`config.mk`:
```
export PLATFORM = sky130hd
export DESIGN_NAME = p1305_mul32
export DESIGN_NICKNAME = d
export VERILOG_FILES = /design/src/hw/rtl/p1305_pkg.sv /design/src/hw/rtl/p1305_mul32.sv
export SDC_FILE = /design/constraint.sdc
export NUM_CORES = 2
export LEC_CHECK = 0
export ABC_CLOCK_PERIOD_IN_PS = 800
export BUFFER_PORTS_ARGS = -buffer_cell sky130_fd_sc_hd__clkbuf_2
export CAP_MARGIN = 25
export CORE_ASPECT_RATIO = 1.75
export CORE_MARGIN = 4
export CORE_UTILIZATION = 60
export CTS_BUF_LIST = sky130_fd_sc_hd__clkbuf_8
export DETAILED_ROUTE_END_ITERATION = 12
export PLACE_DENSITY = 0.78
export SLEW_MARGIN = 20
export SYNTH_ARGS = -nofsm -noshare
export SYNTH_HDL_FRONTEND = slang
export SYNTH_SLANG_ARGS = --single-unit
```
`constraint.sdc`:
```
create_clock -name clk -period 0.8 [get_ports clk]
set_clock_uncertainty 0.05 [all_clocks]
set_input_delay 0.08 -clock clk [delete_from_list [all_inputs] [get_ports clk]]
set_output_delay 0.08 -clock clk [all_outputs]
set_load 0.02 [all_outputs]
```
`src/hw/rtl/p1305_pkg.sv`:
```
// ----------------------------------------------------------------------------
// p1305_pkg
// Shared types and constants of the poly1305 block accumulator.
// ----------------------------------------------------------------------------
package p1305_pkg;

	// prime 2^130 - 5
	localparam logic [130:0] PRIME = {1'b0, 2'b11, {64{1'b1}}, 64'hffff_ffff_ffff_fffb};

	// operand word width of the shared multiplier
	localparam int unsigned WORD_W = 32;

	// words of the padded accumulator sum and of the key
	localparam int unsigned A_WORDS = 5;
	localparam int unsigned R_WORDS = 4;

	// width of the full product before reduction
	localparam int unsigned PROD_W = 259;

	// control that travels with one partial product
	typedef struct packed {
		logic       vld;
		logic [2:0] pos;
	} mul_tag_t;

endpackage

```
`src/hw/rtl/p1305_mul32.sv`:
```
// ----------------------------------------------------------------------------
// p1305_mul32
// Shared 32x32 multiplier with a registered product and tag.
// ----------------------------------------------------------------------------
module p1305_mul32 (
	input  logic                                   clk,
	input  logic                                   arst_n,
	input  logic [p1305_pkg::WORD_W-1:0]           op_a,
	input  logic [p1305_pkg::WORD_W-1:0]           op_b,
	input  p1305_pkg::mul_tag_t                    req,
	output logic [2*p1305_pkg::WORD_W-1:0]         prod_s1,
	output p1305_pkg::mul_tag_t                    rsp_s1
);

	// product register, no reset needed
	always_ff @(posedge clk) begin
		prod_s1 <= op_a * op_b;
	end

	// tag register
	always_ff @(posedge clk or negedge arst_n) begin
		if (!arst_n) begin
			rsp_s1 <= '0;
		end else begin
			rsp_s1 <= req;
		end
	end

endmodule

```
==> metrics.txt <==
HP Start=op_b[0]; I/O Buffers=around 140; post-route ant nets=0; Post-synth EDFFs=0; fillers=3385; Nets=5467; FMAX=135 MHz; Seq/Total Area, Yosys=3.97%; global-route wire length before repair=185 mm; HPWL after DPL=94.3 mm; setup TNS=-354.30 ns; antenna violations before repair=19; CTS sink cnt=68; Die Span Y=around 330 um; number of synthesis warnings=0; max-slew violation count=0; WL/cell=27.9 um; GR Overflow Total=0; root buffer cell=clkbuf_8; Longest Clk Path Bufs=2; Core ar.=0.0573 mm^2; Arrival @ worst endpoint=7.74 ns; Std-Cell Rows=116; hold crit path type=in -> reg; Initial Util=60.7%; Worst setup EP type=register; Num CTS Buffers=9; asr flop ratio synth=5.88%; CP Max Fanout=6; vias in the first global route=33600; final WL=140 mm; violated checks=DRC, setup timing; initial DRC count=3857; Die W=190 um; mean post-synth cell area=9.27 um^2; GP Congestion=roughly 0.97; top post-synthesis cells by area=fa_1 52%, and2_1 11%, ha_1 9.5%, inv_1 9.3%, nand2_1 5.2%; via count=31100; cells after synthesis=3752; CTS H-Tree Depth=3; fin crit share=927%; type of origin of the critical path=input port; Worst Setup Slack, final=-6.61 ns; Synth Net Count=4981; Total Routing Usage GR=40.2%; FF/Latch Area=~0.0015 mm^2; Worst Setup SP=op_b[2]; die area=just over 0.06 mm^2; outcome=finished with violations; Crit Path Category=in -> reg; share of cells above drive strength 1=27.7%; multi-input logic area=0.0314 mm^2; most instantiated cells after synthesis=896 x fa_1, 865 x inv_1, 602 x and2_1; FF+latch count, synth=slightly below 70; mean number of vias per cell=6.19; CTS tree=done; most common flop cell mapped by yosys=dfxtp_1; io pins=between 100 and 150; share of the synthesized area in the top cell type=51.6%; Max Cap Viol=0; pin count of the biggest net entering global routing=26; Fin. Hold Viols=0; RSZ-0062 raised after global routing=yes; DR pass1 iterations=13; Tmin final=7.41 ns; dominant cell type by area after synthesis=fa_1; area growth from synthesis to final layout=26.7%; Cell Area, Synth=0.0348 mm^2; final setup fails=130; # DRC=40; Req. time, crit path=1.13 ns; slew of the pin with the lowest slew margin=0.896 ns; Final Util=between 70 and 80%; Synth cell types=58; Clock transition at path regs=~0.090 ns; Slew Limit Headroom=39.8%; most common cell in the netlist=fa_1
layer usage:
metal  track usage [%]  vias up  share of wire, %
li1                  -    11800                 -
met1              34.7    15300                26
met2              68.0     2540                47
met3              13.2     1412                12
met4              43.3       28                15
met5             0.401        -              0.47
worst max-delay path: stages:
cell and delay [ns]:
clkbuf_16 0.14, buf_12 0.13, buf_12 0.14, and2_4 0.16, fa_1 0.54, inv_2 0.04, fa_1 0.47, fa_1 0.51
inv_2 0.05, fa_1 0.55, ha_4 0.23, ha_4 0.27, inv_2 0.03, fa_1 0.49, inv_2 0.05, fa_2 0.65
ha_4 0.27, a21oi_4 0.70, o21ai_1 0.54, o211ai_1 0.48, nand2_2 0.18, a21o_1 0.26, a221o_1 0.38, a21boi_1 0.20
xnor2_1 0.14
logic make-up after synthesis:
kind of cell	share of synthesized area, %
simple gates	17.6
flops	3.97
buf+inv	11.7
mux	0.0288
compound gates	4.14
fa+ha+maj	61.0
xor+xnor	1.51
sequential cells by signal (all words and copies together) (netlist names):
register,flops
rsp_s1,4
prod_s1,64
per-stage QoR:
| stage | setup slack [ns] | instances | hold WS [ns] | instance area, um^2 |
|---|---|---|---|---|
| 6_report | -6.61 | 5024 | 0.142 | 44100 |
| 5_1_grt | -6.53 | 5014 | 0.138 | 44000 |
| 4_1_cts | -5.87 | 4965 | 0.221 | 42200 |
| 3_5_place_dp | -6.55 | 4907 | -0.160 | 40000 |
| 3_3_place_gp | -6.58 | 4907 | -0.164 | 40000 |
| 2_1_floorplan | -5.86 | 3752 | -0.266 | 35800 |
placed cells by master (no fill, tap or decap), types with 6 or more instances in the layout:
| master | instances |
|---|---|
| inv_1 | 817 |
| fa_1 | 811 |
| and2_1 | 553 |
| nand2_1 | 459 |
| buf_4 | 425 |
| ha_1 | 199 |
| buf_6 | 131 |
| fa_2 | 85 |
| ha_4 | 63 |
| dfxtp_2 | 62 |
| and2_4 | 49 |
| inv_2 | 46 |
| a21o_1 | 40 |
| buf_8 | 34 |
| buf_12 | 32 |
| a21oi_2 | 26 |
| clkbuf_8 | 25 |
| nand4_1 | 23 |
| a21oi_1 | 23 |
| xnor2_1 | 20 |
| xor2_1 | 20 |
| clkbuf_2 | 18 |
| a21oi_4 | 17 |
| clkbuf_16 | 16 |
| diode_2 | 14 |
| nor2_1 | 14 |
| xnor2_2 | 14 |
| clkbuf_4 | 14 |
| nand2_2 | 12 |
| o21ai_2 | 12 |
| and3_1 | 12 |
| nand2_4 | 9 |
| o21bai_1 | 9 |
| o21a_1 | 8 |
| nand3_1 | 8 |
| dlygate4sd3_1 | 6 |
path summary, 6_finish.rpt:
path / endpoint / slack (ns) / depth (start not counted)
min in group asynchronous: rsp_s1[0] / 0.44 / 3
setup / recovery: prod_s1[56] / -6.61 / 25
max in group asynchronous: rsp_s1[1] / 0.12 / 3
hold / removal: prod_s1[0] / 0.14 / 3
timing repair:
item                                    in CTS  in global routing
endpoints found under the setup margin     131                135
resized for setup                          383                467
endpoints found under the hold margin        8                  4
hold buffers                                 6                  1
buffers inserted                            33                 42
pin swaps                                  147                164
gates cloned                                 5                 11
layout make-up:
class | count | share of cell area [%]
multi-input combinational | 2599 | 71.3
inverter | 865 | 7.39
clock buffer | 9 | 0.281
clock inverter | 7 | 0.173
sequential | 68 | 3.32
timing repair buffer | 695 | 15.3
antenna | 14 | 0.0795
tap | 767 | 2.18
Power is left out: the tool's default activity adds up to more than one toggle a clock period on the data nets, which glitch-free logic cannot reach.
